$ cat config.mk
export PLATFORM = sky130hd
export DESIGN_NAME = rau_ctrl
export DESIGN_NICKNAME = d
export VERILOG_FILES = /design/src/rtl/rau_pkg.sv /design/src/rtl/rau_ctrl.sv
export SDC_FILE = /design/constraint.sdc
export NUM_CORES = 1
export LEC_CHECK = 0
export ABC_AREA = 0
export CAP_MARGIN = 20
export CORE_AREA = 4 4 41 43
export CTS_BUF_LIST = sky130_fd_sc_hd__clkbuf_16
export DETAILED_ROUTE_END_ITERATION = 8
export DIE_AREA = 0 0 45 47
export DONT_BUFFER_PORTS = 1
export PLACE_DENSITY = 0.64
export SLEW_MARGIN = 40
export SYNTH_ARGS = -nofsm -noshare
export SYNTH_HDL_FRONTEND = slang
export SYNTH_SLANG_ARGS = --single-unit
$ cat constraint.sdc
create_clock -name i_clk -period 2.2 [get_ports i_clk]
set_clock_uncertainty 0.05 [all_clocks]
set_input_delay 0.11 -clock i_clk [delete_from_list [all_inputs] [get_ports i_clk]]
set_output_delay 0.11 -clock i_clk [all_outputs]
set_load 0.005 [all_outputs]
$ cat src/rtl/rau_pkg.sv
package rau_pkg;

    // operand word width, the ports stay 32 bits
    localparam int WORD_BITS = 32;
    localparam int IN_W      = 32;
    localparam int DEN_OUT_W = 31;
    localparam int MAG_W     = WORD_BITS;
    localparam int ACC_W     = 2 * WORD_BITS;
    localparam int CNT_W     = $clog2(ACC_W);

    // mode codes
    localparam logic [2:0] MODE_ADD   = 3'd0;
    localparam logic [2:0] MODE_SUB   = 3'd1;
    localparam logic [2:0] MODE_MUL   = 3'd2;
    localparam logic [2:0] MODE_DIV   = 3'd3;
    localparam logic [2:0] MODE_CMP   = 3'd4;
    localparam logic [2:0] MODE_NORM  = 3'd5;
    localparam logic [2:0] MODE_RECIP = 3'd6;
    localparam logic [2:0] MODE_BAD   = 3'd7;

    // status codes
    localparam logic [1:0] ST_OK   = 2'd0;
    localparam logic [1:0] ST_ZERO = 2'd1;
    localparam logic [1:0] ST_OVF  = 2'd2;

    typedef enum logic [3:0] {
        S_IDLE,
        S_MUL0,
        S_MUL1,
        S_MUL2,
        S_ADD,
        S_GINIT,
        S_GCD,
        S_DIVN,
        S_DINITD,
        S_DIVD,
        S_WB
    } t_state;

    typedef enum logic [3:0] {
        OP_NONE,
        OP_LOAD,
        OP_MUL0,
        OP_MUL1,
        OP_MUL2,
        OP_ADD,
        OP_GINIT,
        OP_GSTEP,
        OP_DINITN,
        OP_DSTEP,
        OP_DINITD,
        OP_WRITE
    } t_op;

    typedef struct packed {
        t_op op;
    } t_cmd;

    typedef struct packed {
        logic err;
        logic is_cmp;
        logic gcd_done;
        logic div_last;
    } t_stat;

endpackage

$ cat src/rtl/rau_ctrl.sv
module rau_ctrl (
    input  logic          i_clk,
    input  logic          i_rst_n,
    input  logic          i_in_valid,
    output logic          o_in_stall,
    output logic          o_out_valid,
    input  logic          i_out_stall,
    input  rau_pkg::t_stat i_stat,
    output rau_pkg::t_cmd  o_cmd
);
    import rau_pkg::*;

    t_state r_state, n_state;
    logic   r_ovalid, n_ovalid;

    // state and output valid registers
    always_ff @(posedge i_clk) begin
        if (!i_rst_n) begin
            r_state  <= S_IDLE;
            r_ovalid <= 1'b0;
        end else begin
            r_state  <= n_state;
            r_ovalid <= n_ovalid;
        end
    end

    // next state
    always_comb begin
        n_state = r_state;
        case (r_state)
            S_IDLE:   if (i_in_valid) n_state = S_MUL0;
            S_MUL0:   n_state = i_stat.err ? S_WB : S_MUL1;
            S_MUL1:   n_state = S_MUL2;
            S_MUL2:   n_state = S_ADD;
            S_ADD:    n_state = i_stat.is_cmp ? S_WB : S_GINIT;
            S_GINIT:  n_state = S_GCD;
            S_GCD:    if (i_stat.gcd_done) n_state = S_DIVN;
            S_DIVN:   if (i_stat.div_last) n_state = S_DINITD;
            S_DINITD: n_state = S_DIVD;
            S_DIVD:   if (i_stat.div_last) n_state = S_WB;
            S_WB:     if (!r_ovalid || !i_out_stall) n_state = S_IDLE;
            default:  n_state = S_IDLE;
        endcase
    end

    // datapath commands and handshake outputs
    always_comb begin
        o_cmd.op   = OP_NONE;
        o_in_stall = 1'b1;
        case (r_state)
            S_IDLE: begin
                o_in_stall = 1'b0;
                if (i_in_valid) o_cmd.op = OP_LOAD;
            end
            S_MUL0:   if (!i_stat.err) o_cmd.op = OP_MUL0;
            S_MUL1:   o_cmd.op = OP_MUL1;
            S_MUL2:   o_cmd.op = OP_MUL2;
            S_ADD:    o_cmd.op = OP_ADD;
            S_GINIT:  o_cmd.op = OP_GINIT;
            S_GCD:    o_cmd.op = i_stat.gcd_done ? OP_DINITN : OP_GSTEP;
            S_DIVN:   o_cmd.op = OP_DSTEP;
            S_DINITD: o_cmd.op = OP_DINITD;
            S_DIVD:   o_cmd.op = OP_DSTEP;
            S_WB:     if (!r_ovalid || !i_out_stall) o_cmd.op = OP_WRITE;
            default:  o_cmd.op = OP_NONE;
        endcase
    end

    // output valid: set on write, cleared when taken
    always_comb begin
        n_ovalid = r_ovalid;
        if (r_ovalid && !i_out_stall) n_ovalid = 1'b0;
        if (o_cmd.op == OP_WRITE) n_ovalid = 1'b1;
    end

    assign o_out_valid = r_ovalid;

endmodule

Word level (Yosys, flattened, before mapping)
Cells that the tools add are included.
- bits in registers: 5
- word-level logic and storage cells: 42
- input bits: 8
- output and inout port bits: 6
- multiplexer cells: 16
- equal/unequal tests: 16
- reductions and logical operators: 8
- operators with widths (operator ; count):
    4-bit case mux with 11 select lines ; 1
    4-bit case mux with 10 select lines ; 1
    4-bit 2-to-1 mux ; 9
    4-bit by 3-bit equality test with 1-bit output (second input constant) ; 4
    4-bit equality test (second input constant) ; 4
    2-bit != test (second input constant) ; 5
    4-bit by 2-bit equality test with 1-bit output (second input constant) ; 2
    5-bit AND reduction ; 1
    4-bit by 1-bit equality test with 1-bit output (second input constant) ; 1
    4-bit zero test ; 1
    1-bit 2-to-1 mux ; 4
    1-bit zero test ; 2
    2-bit 2-to-1 mux ; 1
    2-bit nonzero test ; 1
    2-bit OR reduction ; 1
    1-bit logical AND ; 1
    1-bit logical OR ; 1

Logic depth before layout (Yosys ltp)
Gate-level depths: netlist of run 1.
- word-level depth: 6
- gate-level depth with buffers: 6
- mapped depth without buffers: 4

Least setup slack after synthesis of run 1
OpenSTA, ideal clock, no wires.
- kind: reg-to-reg
- from: register r_state[2]
- to: register r_state[2]
- path buffers: 1
- arrival: 1396 ps
- path slack: 635 ps
- stages on the path, launching flop included: 6
- clock period less this slack: 1565 ps
- setup time: 119 ps
- required time: 2031 ps
- path through: dfxtp_1 -> buf_6 -> or3_4 -> a211oi_4 -> a211oi_2 -> o221a_1
- longest elaborated chain between the ends: 3
- elaborated cells between the ends (all ways): 18
- classes of those cells: eq/ne: 15; mux: 1; reduce/logical: 2
- ends and longest elaborated chain (what ; line ; source):
    start, declared ; rau_ctrl.sv:13 ; t_state r_state, n_state;
    start signal, assigned ; rau_ctrl.sv:22 ; r_state <= n_state;
    4-bit equality test (tied with other cells) ; rau_ctrl.sv:30 ; case (r_state)
    2-bit != test (no source line) ; -- ;
    5-bit AND reduction (no source line) ; -- ;
Parallel ways exist; a longest one is shown, timed or not.
A chain may end at the register's enable or synchronous reset.

==> impl_metrics.csv, run 1 <==
group,metric,value,unit
worst_hold_path,worstHoldStart,"i_rst_n",
yosys,synthFlopType,"dfxtp_1",
worst_hold_path,hp-class,"input port to flop",
detailed_routing,ant_nets,0,
place,dpl.hpwl,1.00,mm
yosys,yosysUniqueCellTypes,37,
die,num_rows,13,
worst_setup_path,arrival,1730,ps
status,status,"completed",
clock_network,cts_buffers,3,
die,die_area,2120,um^2
power_and_ir_drop,switching_share,41.9,%
worst_setup_path,cp-end-kind,"output port",
global_route,antenna_found_initial,0,
yosys,synth_area_per_cell,7.16,um^2
detailed_routing,avgViaCountPerCell,6.30,
die,core,1300,um^2
worst_hold_path,min_path_cells,2,
worst_setup_path,r2r_end,"r_state[3]",
worst_setup_path,reg2reg_from,"r_state[1]",
yosys,synth-async-reset-ratio,0,%
yosys,syn_nets,87,
clock_network,ctsHoldBuffers,1,
global_route,grt_pass1_wl,2.41,mm
cells_and_area,drive_above_1_share,14.3,%
yosys,synth_top_cell_by_area,"dfxtp_1",
place,gp_congestion,0.789,
sta,setup_ws,309,ps
clock_network,cts_max_level,1,
clock_network,cts.repair.resized,0,
cells_and_area,fin_nets,86,
sta,whs,2.41,ps
worst_hold_path,holdPathEnd,"r_state[1]",
detailed_routing,drt_wl_total,1.42,mm
yosys,seq_area_frac_synth,17.7,%
die,initial_utilization,43.5,%
detailed_routing,first_pass_iters,4,
clock_network,cts_tree,"built",
power_and_ir_drop,power_density,1500,nW/um^2
yosys,synth_edf_count,0,
power_and_ir_drop,comb_power_share,43.9,%
power_and_ir_drop,peakVddDrop,0.655,mV
yosys,synth_area_leaders,"dfxtp_1 (18%), a21oi_1 (5.3%), nand2_1 (5.3%)",
sta,slew_headroom,60.3,%
sta,rsz0062_at_grt,"no",
yosys,ys_warn_count,0,
clock_network,clk_pin_slew_worst_paths,30,ps
cells_and_area,area_growth,13.1,%
sta,finalCritPeriodShare,85.9,%
yosys,synthCells,79,
clock_network,clock_latency,230,ps
sta,max_freq,0.529,GHz
worst_setup_path,ff2ff_path_depth,4,
sta,tightest_slew,594,ps
yosys,synth_area,566,um^2
sta,min_period,1890,ps
clock_network,cts_setup_buffers,0,
yosys,ys_top_cells_by_count,"nand2_1 (8), a21oi_1 (6), nor2_1 (6)",
worst_setup_path,cp-start-kind,"flop",
clock_network,clock-root-buffer,"clkbuf_16",
global_route,track_usage,15.6,%
worst_setup_path,path_max_fanout,17,
detailed_routing,drc,0,
sta,setup_viol,0,
sta,tns,0,ps
cells_and_area,fillers,135,
power_and_ir_drop,power_frac_clock,30.7,%
place,io_buffers,0,
sta,finalMaxSlewViolations,0,
place,place_ws,372,ps
yosys,synth.most_common_cell,"nand2_1",
power_and_ir_drop,p_seq_share,25.4,%
worst_setup_path,path_class,"flop to output port",
detailed_routing,wl_per_cell,15.4,um
cells_and_area,multi_input_area,409,um^2
clock_network,cts_buffer_depth,2,
power_and_ir_drop,p_sw,0.402,mW
detailed_routing,vias,580,
cells_and_area,n_antenna_cell,0,
die,io_pins,14,
global_route,grt_max_degree,21,
power_and_ir_drop,internal_power,0.557,mW
clock_network,clock_sinks,5,
yosys,synth_top_cell_area_share,17.7,%
sta,timing_hold_violations_final,0,
die,die_h,47,um
cells_and_area,final_cells,92,
detailed_routing,initialDrtViolationCount,13,
global_route,grt_overflow,0,
die,die_w,45,um
power_and_ir_drop,p_leak,0.245,nW
worst_setup_path,required,2040,ps
yosys,ys_ff_latch,5,
job,drv_cap,0,
cells_and_area,final-seq-area,100,um^2
worst_setup_path,ff2ff_setup_slack,330,ps
global_route,grt_pass1_vias,544,
place,place_inst,87,
==> cell type report <==
| type | count | share of cell area (%) |
|---|---|---|
| Multi-Input combinational cell | 62 | 64.0 |
| Sequential cell | 5 | 15.7 |
| Clock inverter | 1 | 0.587 |
| Timing Repair Buffer | 2 | 2.74 |
| Tap cell | 15 | 2.94 |
| Clock buffer | 3 | 11.7 |
| Inverter | 4 | 2.35 |
==> flip-flops by register name, indices dropped and copies added (netlist names) <==
register,flops
o_out_valid,1
r_state,4
==> metrics by stage <==
step	utilization [%]	power, mW	cell area, um^2
global route	49.1	1.04	639
CTS	49.1	0.965	639
global placement	42.3	0.653	551
finish	49.1	0.958	639
floorplan	-	0.609	566
detailed placement	42.3	0.660	551
==> power by group through the flow <==
stage                     Sequential [mW]  Combinational (mW)  Clock [mW]
after floorplan                     0.130               0.479           0
after global placement              0.239               0.414           0
after detailed placement            0.245               0.414           0
after CTS                           0.242               0.425       0.298
after global routing                0.260               0.478       0.303
final                               0.243               0.421       0.294
==> cells in the final DEF (no fill, tap or decap), drive strengths merged, types with 2 or more instances in the layout <==
| cell type | netlist | final |
|---|---|---|
| nand3b | 2 | 2 |
| o21ai | 5 | 5 |
| or2 | 3 | 3 |
| dfxtp | 5 | 5 |
| a21oi | 6 | 6 |
| a211oi | 4 | 4 |
| clkbuf | 4 | 3 |
| nor3 | 2 | 2 |
| nor2 | 6 | 6 |
| nand2 | 8 | 8 |
| o211a | 2 | 2 |
| inv | 4 | 5 |
| nand3 | 3 | 3 |
| o2111ai | 2 | 2 |
| nor2b | 2 | 2 |
==> metal layers <==
metal	part of all wire, %	global-route usage [%]	vias up
met3	7.3	6.13	3
li1	-	-	281
met2	49	25.7	18
met1	43	18.5	278
met5	0	0	-
met4	1.1	5.26	0
==> worst max path at each step <==
stage,start,endpoint,slack [ps]
finish,r_state[0],o_cmd[0],310
global route,r_state[0],o_cmd[0],110
CTS,r_state[0],o_cmd[0],290
detailed placement,r_state[1],r_state[3],370
global placement,r_state[1],r_state[3],420
floorplan,r_state[2],r_state[2],630
==> worst max-delay path: stages, from the launching register on <==
cell and delay [ps]:
dfxtp_1 680, inv_1 240, nor2_1 250, a211oi_1 110
a31oi_1 220
==> cells by family (layout without fill, tap and decap cells) <==
group | Yosys count | count (layout) | share of synthesized area, %
simple gates | 33 | 33 | 32.7
compound gates | 27 | 27 | 36.3
xor+xnor | 1 | 1 | 1.55
mux | 1 | 1 | 1.77
buf+inv | 12 | 10 | 9.95
flops | 5 | 5 | 17.7
Power figures use the tool's default switching activity.
==> run 2: changes to the inputs <==
--- a/config.mk
+++ b/config.mk
@@ -5,7 +5,6 @@
 export SDC_FILE = /design/constraint.sdc
 export NUM_CORES = 1
 export LEC_CHECK = 0
-export ABC_AREA = 0
 export CAP_MARGIN = 20
 export CORE_AREA = 4 4 41 43
 export CTS_BUF_LIST = sky130_fd_sc_hd__clkbuf_16
==> constraint.sdc (replaced) <==
create_clock -name i_clk -period 2.2 [get_ports i_clk]
set_clock_uncertainty 0.05 [all_clocks]
set_input_delay 0.11 -clock i_clk [delete_from_list [all_inputs] [get_ports i_clk]]
set_output_delay 0.11 -clock i_clk [all_outputs]
set_load 0.1 [all_outputs]
==> impl_metrics.csv, run 2 (synthesis gave the netlist of run 1 again) <==
group,metric,value,unit
detailed_routing,vias,578,
worst_setup_path,r2r_end,"r_state[2]",
clock_network,cts.repair.resized,0,
detailed_routing,first_pass_iters,4,
worst_setup_path,cp-end-kind,"output port",
cells_and_area,fin_nets,94,
global_route,antenna_found_initial,0,
global_route,grt_pass1_wl,2.35,mm
worst_hold_path,holdPathEnd,"r_state[1]",
cells_and_area,area_growth,30.3,%
clock_network,cts_max_level,1,
global_route,use_met3,6.51,%
job,drv_cap,0,
cells_and_area,drive_above_1_share,25.9,%
place,io_buffers,0,
cells_and_area,most-common-layout-cells,"nand2_1 (8), buf_4 (7)",
detailed_routing,wl_per_cell,14.2,um
die,die_area,2120,um^2
clock_network,cts_tree,"built",
sta,max_freq,0.505,GHz
global_route,use_met1,17.4,%
detailed_routing,avgViaCountPerCell,5.78,
worst_hold_path,worstHoldStart,"i_rst_n",
worst_hold_path,hp-class,"input port to flop",
clock_network,clock-root-buffer,"clkbuf_16",
cells_and_area,final_common_cell,"nand2_1",
global_route,grt_pass1_vias,560,
worst_hold_path,min_path_cells,2,
detailed_routing,drc,0,
place,dpl.hpwl,1.02,mm
cells_and_area,n_antenna_cell,0,
sta,setup_viol,0,
die,die_w,45,um
worst_setup_path,cp-start-kind,"flop",
worst_setup_path,path_max_fanout,13,
sta,tightest_slew,627,ps
worst_setup_path,ff2ff_path_depth,4,
worst_setup_path,ff2ff_setup_slack,380,ps
global_route,gr-max-usage-layer,"met2",
detailed_routing,initialDrtViolationCount,10,
clock_network,cts_buffer_depth,2,
sta,rsz0062_at_grt,"no",
status,status,"completed",
worst_setup_path,reg2reg_from,"r_state[3]",
cells_and_area,post-route-util,56.6,%
global_route,grt_max_degree,18,
die,die_h,47,um
sta,finalMaxSlewViolations,0,
die,io_pins,14,
worst_setup_path,arrival,1820,ps
global_route,grt_overflow,0,
cells_and_area,largest_reg_flops,4,
sta,finalCritPeriodShare,90.1,%
detailed_routing,drt_wl_total,1.42,mm
die,num_rows,13,
sta,slew_headroom,58.1,%
sta,timing_hold_violations_final,0,
worst_setup_path,required,2040,ps
place,gp_congestion,0.861,
global_route,use_met2,26.8,%
cells_and_area,top_register,"r_state",
detailed_routing,ant_nets,0,
worst_setup_path,path_class,"flop to output port",
cells_and_area,fillers,128,
global_route,track_usage,15.2,%
sta,min_period,1980,ps
clock_network,clock_latency,220,ps
die,core,1300,um^2
clock_network,clock_sinks,5,
clock_network,cts_buffers,3,
die,initial_utilization,43.5,%
clock_network,clk_pin_slew_worst_paths,30,ps
[run 2: changes by cell type in the layout (fill, tap and decap cells not counted)]
| cell | before | now |
|---|---|---|
| a21oi_1 | 6 | 5 |
| a21oi_2 | 0 | 1 |
| a31oi_1 | 1 | 0 |
| a31oi_2 | 0 | 1 |
| buf_12 | 0 | 2 |
| buf_4 | 1 | 7 |
| nor2_1 | 6 | 5 |
| nor2_2 | 0 | 1 |
[run 2: worst max path at each step]
stage	to	cells past startpoint	start
2_1_floorplan	o_cmd[0]	4	o_out_valid
3_3_place_gp	r_state[2]	4	r_state[3]
3_5_place_dp	r_state[2]	4	r_state[3]
4_1_cts	o_cmd[0]	5	r_state[0]
5_1_grt	o_cmd[0]	6	r_state[2]
6_report	o_cmd[0]	5	r_state[0]
[run 2: routing by layer]
metal | up-vias | share of wire [%]
met3 | 0 | 7.4
met2 | 21 | 47
met4 | 0 | 0
met5 | - | 0
met1 | 258 | 45
li1 | 299 | -
[run 2: timing repair]
action / CTS / global route
hold buffers: 1 / 0
buffers inserted: 0 / 0
endpoints found under the hold margin: 5 / 0
[run 2: area by class of cell]
| class | instances | area [um^2] | area share (%) |
|---|---|---|---|
| clock inverter | 1 | 3.75 | 0.509 |
| sequential | 5 | 100 | 13.6 |
| tap | 15 | 18.8 | 2.55 |
| clock buffer | 3 | 75.1 | 10.2 |
| timing repair buffer | 10 | 103 | 13.9 |
| inverter | 4 | 15.0 | 2.04 |
| multi-input combinational | 62 | 422 | 57.2 |
[run 2: critical path, cell delays in order, from the launching register on]
cell and delay (ps):
dfxtp_1 560, inv_1 210, nor2_1 240, a211oi_1 130
a31oi_2 250, buf_12 210
[run 2: through the flow]
stage	setup slack (ps)	std cells	instance area, um^2	TNS [ps]	hold slack (ps)
detailed placement	416	95	648	0	183
CTS	250	100	737	0	34.5
finish	218	100	737	0	33.9
floorplan	-147	79	578	-158	178
global route	90.6	100	737	0	53.3
global placement	467	95	648	0	183
Power of run 2 is not shown: default switching activity piles up to over one toggle a cycle in this logic, so the estimate is an artifact.
